**src/rtl/fbc_pkg.sv**
```systemverilog
package fbc_pkg;

  // plane register layout
  localparam int PLANE_W   = 64;
  localparam int NORM_W    = 12;
  localparam int OFFS_W    = 28;
  localparam int NX_LSB    = 0;
  localparam int NY_LSB    = 12;
  localparam int NZ_LSB    = 24;
  localparam int OFFS_LSB  = 36;
  localparam int OFFS_SHIFT = 10;

  // number of plane registers behind the config port, default lane count
  localparam int PLANE_REGS     = 6;
  localparam int NUM_PLANES_DEF = 6;
  localparam int CFG_IDX_W      = 3;

  // item field widths
  localparam int COORD_W = 24;
  localparam int HALF_W  = 16;

  // stream payload widths
  localparam int IN_TDATA_W  = 3 * COORD_W + HALF_W;
  localparam int OUT_TDATA_W = 8;

  // datapath widths
  localparam int PROD_W = NORM_W + COORD_W;
  localparam int ASUM_W = NORM_W + 1;
  localparam int HS_W   = HALF_W + ASUM_W;
  localparam int SUM_W  = 40;

  typedef logic [PLANE_W-1:0] plane_word_t;

  typedef enum logic [CFG_IDX_W-1:0] {
    REG_PLANE_RIGHT  = 3'd0,
    REG_PLANE_LEFT   = 3'd1,
    REG_PLANE_TOP    = 3'd2,
    REG_PLANE_BOTTOM = 3'd3,
    REG_PLANE_FAR    = 3'd4,
    REG_PLANE_NEAR   = 3'd5
  } fbc_reg_e;

  function automatic logic signed [NORM_W-1:0] plane_nx(input plane_word_t p);
    return p[NX_LSB +: NORM_W];
  endfunction

  function automatic logic signed [NORM_W-1:0] plane_ny(input plane_word_t p);
    return p[NY_LSB +: NORM_W];
  endfunction

  function automatic logic signed [NORM_W-1:0] plane_nz(input plane_word_t p);
    return p[NZ_LSB +: NORM_W];
  endfunction

  function automatic logic signed [OFFS_W-1:0] plane_offs(input plane_word_t p);
    return p[OFFS_LSB +: OFFS_W];
  endfunction

endpackage

```
**src/rtl/fbc_plane_eval.sv**
```systemverilog
module fbc_plane_eval (
  input  logic                                clk,
  input  logic                                en,
  input  fbc_pkg::plane_word_t                plane,
  input  logic signed [fbc_pkg::COORD_W-1:0]  cx,
  input  logic signed [fbc_pkg::COORD_W-1:0]  cy,
  input  logic signed [fbc_pkg::COORD_W-1:0]  cz,
  input  logic        [fbc_pkg::HALF_W-1:0]   half,
  output logic                                reject
);
  import fbc_pkg::*;

  logic signed [NORM_W-1:0] nx, ny, nz;
  logic signed [OFFS_W-1:0] offs;
  logic [NORM_W-1:0]        ax, ay, az;
  logic [ASUM_W-1:0]        asum;

  logic signed [PROD_W-1:0] px_r, py_r, pz_r;
  logic signed [PROD_W-1:0] px_nxt, py_nxt, pz_nxt;
  logic [HS_W-1:0]          hs_r, hs_nxt;
  logic signed [OFFS_W-1:0] offs_r;

  logic signed [SUM_W-1:0]  sa_r, sa_nxt, sb_r, sb_nxt;
  logic signed [SUM_W-1:0]  best;
  logic                     reject_r;

  assign nx   = plane_nx(plane);
  assign ny   = plane_ny(plane);
  assign nz   = plane_nz(plane);
  assign offs = plane_offs(plane);

  // magnitude of each normal part, unsigned so -2048 gives 2048
  assign ax   = nx[NORM_W-1] ? NORM_W'(-nx) : NORM_W'(nx);
  assign ay   = ny[NORM_W-1] ? NORM_W'(-ny) : NORM_W'(ny);
  assign az   = nz[NORM_W-1] ? NORM_W'(-nz) : NORM_W'(nz);
  assign asum = ASUM_W'(ax) + ASUM_W'(ay) + ASUM_W'(az);

  // stage 1: products
  assign px_nxt = PROD_W'(nx) * PROD_W'(cx);
  assign py_nxt = PROD_W'(ny) * PROD_W'(cy);
  assign pz_nxt = PROD_W'(nz) * PROD_W'(cz);
  assign hs_nxt = HS_W'(half) * HS_W'(asum);

  // stage 2: two partial sums, offset moved to 18 fraction bits
  assign sa_nxt = SUM_W'(px_r) + SUM_W'(py_r);
  assign sb_nxt = SUM_W'(pz_r) + $signed({{(SUM_W-HS_W){1'b0}}, hs_r})
                + $signed({{(SUM_W-OFFS_W-OFFS_SHIFT){offs_r[OFFS_W-1]}}, offs_r,
                           {OFFS_SHIFT{1'b0}}});

  // stage 3: largest corner value below zero
  assign best = sa_r + sb_r;

  always_ff @(posedge clk) begin
    if (en) begin
      px_r     <= px_nxt;
      py_r     <= py_nxt;
      pz_r     <= pz_nxt;
      hs_r     <= hs_nxt;
      offs_r   <= offs;
      sa_r     <= sa_nxt;
      sb_r     <= sb_nxt;
      reject_r <= best[SUM_W-1];
    end
  end

  assign reject = reject_r;

endmodule

```
**config.mk**
```make
export PLATFORM = sky130hd
export DESIGN_NAME = fbc_plane_eval
export DESIGN_NICKNAME = d
export VERILOG_FILES = /design/src/rtl/fbc_pkg.sv /design/src/rtl/fbc_plane_eval.sv
export SDC_FILE = /design/constraint.sdc
export NUM_CORES = 2
export LEC_CHECK = 0
export BUFFER_PORTS_ARGS = -buffer_cell sky130_fd_sc_hd__buf_2
export CORE_ASPECT_RATIO = 1.1
export CORE_MARGIN = 2
export CORE_UTILIZATION = 60
export CTS_BUF_LIST = sky130_fd_sc_hd__clkbuf_4
export CTS_CLUSTER_SIZE = 12
export DETAILED_ROUTE_END_ITERATION = 16
export PLACE_DENSITY = 0.76
export SYNTH_ARGS = -nofsm -noshare
export SYNTH_HDL_FRONTEND = slang
export SYNTH_SLANG_ARGS = --single-unit
```
**constraint.sdc**
```tcl
create_clock -name clk -period 9.8 [get_ports clk]
set_input_delay 0.49 -clock clk [delete_from_list [all_inputs] [get_ports clk]]
set_output_delay 0.49 -clock clk [all_outputs]
set_load 0.05 [all_outputs]
```
==> results.sh <==
export IMPL_async_reset_ff_frac=0
export IMPL_critical_path_max_stage_delay_ns=0.55
export IMPL_use_met2=0.5185
export IMPL_syn_num_nets=6849
export IMPL_clock_skew_ns=0.07208
export IMPL_busiest_layer="met2"
export IMPL_ios=155
export IMPL_wl_per_cell_um=18.36
export IMPL_routabilityCongestion=0.9290
export IMPL_ctsLongestPathBuffers=3
export IMPL_clkTransAtPathRegs_ns=0.08
export IMPL_synthFlopType="edfxtp_1"
export IMPL_final_common_cell="inv_1"
export IMPL_crit_path_max_fanout=16
export IMPL_fill_cells=6789
export IMPL_startpoint_type="primary input"
export IMPL_hp_class="in2reg"
export IMPL_tightest_slew_ns=1.122
export IMPL_regArea_mm2=0.007267
export IMPL_antenna_found_initial=6
export IMPL_met1_usage=0.3599
export IMPL_postRouteAntennaNets=0
export IMPL_finalHoldViolations=0
export IMPL_grt_overflow_total=0
export IMPL_num_vias=36526
export IMPL_final_nets=6909
export IMPL_wirelength_um=118900
export IMPL_start_util=0.6039
export IMPL_worst_setup_path_type="in2reg"
export IMPL_htreeDepth=3
export IMPL_slew_headroom=0.2496
export IMPL_fin_area_mm2=0.05298
export IMPL_synth_seq_area_share=0.1446
export IMPL_max_freq_mhz=117.8
export IMPL_ys_types=77
export IMPL_numCtsBuffers=69
export IMPL_final_cells=6474
export IMPL_drc_errors=0
export IMPL_synthesis_area_mm2=0.05024
export IMPL_met3_usage=0.03308
export IMPL_drt_first_pass_iters=5
export IMPL_maxCapViolations=0
export IMPL_cts_num_sinks=242
export IMPL_placed_cells=6323
export IMPL_grt_start_max_net_pins=124
export IMPL_place_hpwl_um=97420
export IMPL_grt_usage=0.2892
export IMPL_drive_gt1_frac=0.06042
export IMPL_setup_tns_ns=0
export IMPL_post_route_period_util=0.8659
export IMPL_postSynthCellCount=5289
export IMPL_outcome="complete, no violations"
export IMPL_yosys_warnings=0
export IMPL_die_x_um=279.9
export IMPL_fin_crit_ns=8.486
export IMPL_avgSynthCellArea_um2=9.500
export IMPL_synth_edf_count=242
export IMPL_setup_ws_ns=1.314
export IMPL_rsz0062_at_grt="false"
export IMPL_drv_slew=0
export IMPL_die_area_mm2=0.08607
export IMPL_setup_violations=0
export IMPL_drtIter0Drc=2165
export IMPL_crit_top_cell="fa_1"
export IMPL_core_mm2=0.08319
export IMPL_placed_area_mm2=0.05180
export IMPL_post_drt_via_cell_ratio=5.642
export IMPL_crit_required_ns=10.36
export IMPL_grt_pass1_wl_um=197000
export IMPL_endpoint_kind="flip-flop"
export IMPL_syn2layout_area_growth_pct=5.444
export IMPL_cp_slowest_cell="fa_1"
export IMPL_layout_common_cells="1053 x inv_1, 962 x fa_1, 783 x nand2_1"
export IMPL_port_buffers=154
export IMPL_cts_root_buf="clkbuf_4"
export IMPL_postCtsSetupRepairBufs=0
export IMPL_crit_arrival_ns=9.05
export IMPL_clk_latency_ns=0.82
export IMPL_multi_input_area_mm2=0.03819
export IMPL_synth_seq_cells=242
export IMPL_die_h_um=307.5
export IMPL_pre_cts_ws_ns=0.5455
export IMPL_row_count=111
export IMPL_grt_pass1_vias=39250
export IMPL_cts_tree="yes"
## worst max-delay path: cells and delay by family
family,cells,cell delay [ns]
simple gates,2,0.24
mux,1,0.16
buf+inv,6,0.49
xor+xnor,1,0.39
fa+ha+maj,10,4.35
compound gates,13,2.91
## kinds of logic after synthesis
| kind of cell | count (synthesis) | synth area share |
|---|---|---|
| and+or+nand+nor | 1534 | 0.1463 |
| adders and majority gates | 1406 | 0.4939 |
| buffers and inverters | 1282 | 0.09583 |
| AOI/OAI and AO/OA | 594 | 0.07844 |
| DFF | 242 | 0.1446 |
| xor gates and xnor gates | 211 | 0.03678 |
| muxes | 20 | 0.004134 |
## synth_stat cells, types with 6 or more instances
cell type  number  area [um2]
a211oi_1       24       180.2
nand2b_1      109       681.9
o211ai_1       23       172.7
nor4_1          9       56.30
nor3b_1         6       45.04
fa_1          962       19260
nor2_1         94       352.8
a21o_1         82       615.6
buf_1          13       48.80
mux2i_1        14       140.1
nand3_1        43       215.2
xnor2_1       145        1270
a2111oi_0       6       52.55
inv_1        1053        3953
a31oi_1        22       137.6
nand3b_1        8       60.06
or2_2           6       37.54
edfxtp_1      242        7267
nand4_1        26       162.7
a21oi_1       173       865.8
and4_1          7       61.31
a21boi_0        6       45.04
nand2_1       783        2939
ha_1          444        5555
o21bai_1       28       210.2
or3_1          14       87.58
o31ai_1        18       135.1
and2_1        330        2064
o21ai_0       100       500.5
xor2_1         66       578.1
o2111ai_1       9       78.83
nor2b_1        18       112.6
o31a_1          6       52.55
clkbuf_1      214       803.3
o21a_1         21       157.7
nor3_1         44       220.2
and3_1         26       162.7
a211o_1        11       96.34
mux2_2          6       67.56
## metal layers
| layer | wire [um] | vias to the layer above | share of wire |
|---|---|---|---|
| met5 | 37 | - | 0.00031 |
| met4 | 4552 | 4 | 0.038 |
| met3 | 5738 | 250 | 0.048 |
| met2 | 61690 | 1050 | 0.52 |
| met1 | 46830 | 18568 | 0.39 |
| li1 | - | 16654 | - |
## flip-flops by register name, summed over array words and instances, names as in the netlist
| name | flops |
|---|---|
| px_r | 36 |
| sb_r | 39 |
| reject | 1 |
| py_r | 36 |
| pz_r | 36 |
| hs_r | 29 |
| offs_r | 28 |
| sa_r | 37 |
## per-stage QoR
| stage | util | hold WS [ns] |
|---|---|---|
| 2_1_floorplan | - | 0.5128 |
| 3_3_place_gp | 0.6227 | 0.5282 |
| 3_5_place_dp | 0.6227 | 0.5299 |
| 4_1_cts | 0.6367 | 0.1693 |
| 5_1_grt | 0.6368 | 0.1614 |
| 6_report | 0.6368 | 0.2354 |
## layout make-up
cell class | count | share of cell area
Clock buffer | 88 | 0.01247
Multi-Input combinational cell | 3765 | 0.7209
Inverter | 1053 | 0.07461
Sequential cell | 242 | 0.1372
Tap cell | 1073 | 0.02534
Timing Repair Buffer | 218 | 0.02513
Antenna cell | 5 | 0.0002362
Clock inverter | 30 | 0.004157
## timing repair
item | 4_1_cts | 5_1_grt
hold endpoints to repair | 28 | 0
endpoints found under the setup margin | 0 | 0
gates resized for setup | 0 | 0
hold buffers | 28 | 0
## worst paths after layout
kind                            startpoint        to  slack, ns  cells past startpoint
worst max register to register    pz_r[15]  sb_r[36]       5.97                     10
worst max-delay path             plane[12]  hs_r[27]       1.31                     33
worst min-delay path                 cx[0]   px_r[0]       0.24                      2
worst min register to register     hs_r[0]   sb_r[0]       0.53                      1
Power is not shown: default switching activity piles up to over one toggle a cycle in this logic, so the estimate is an artifact.
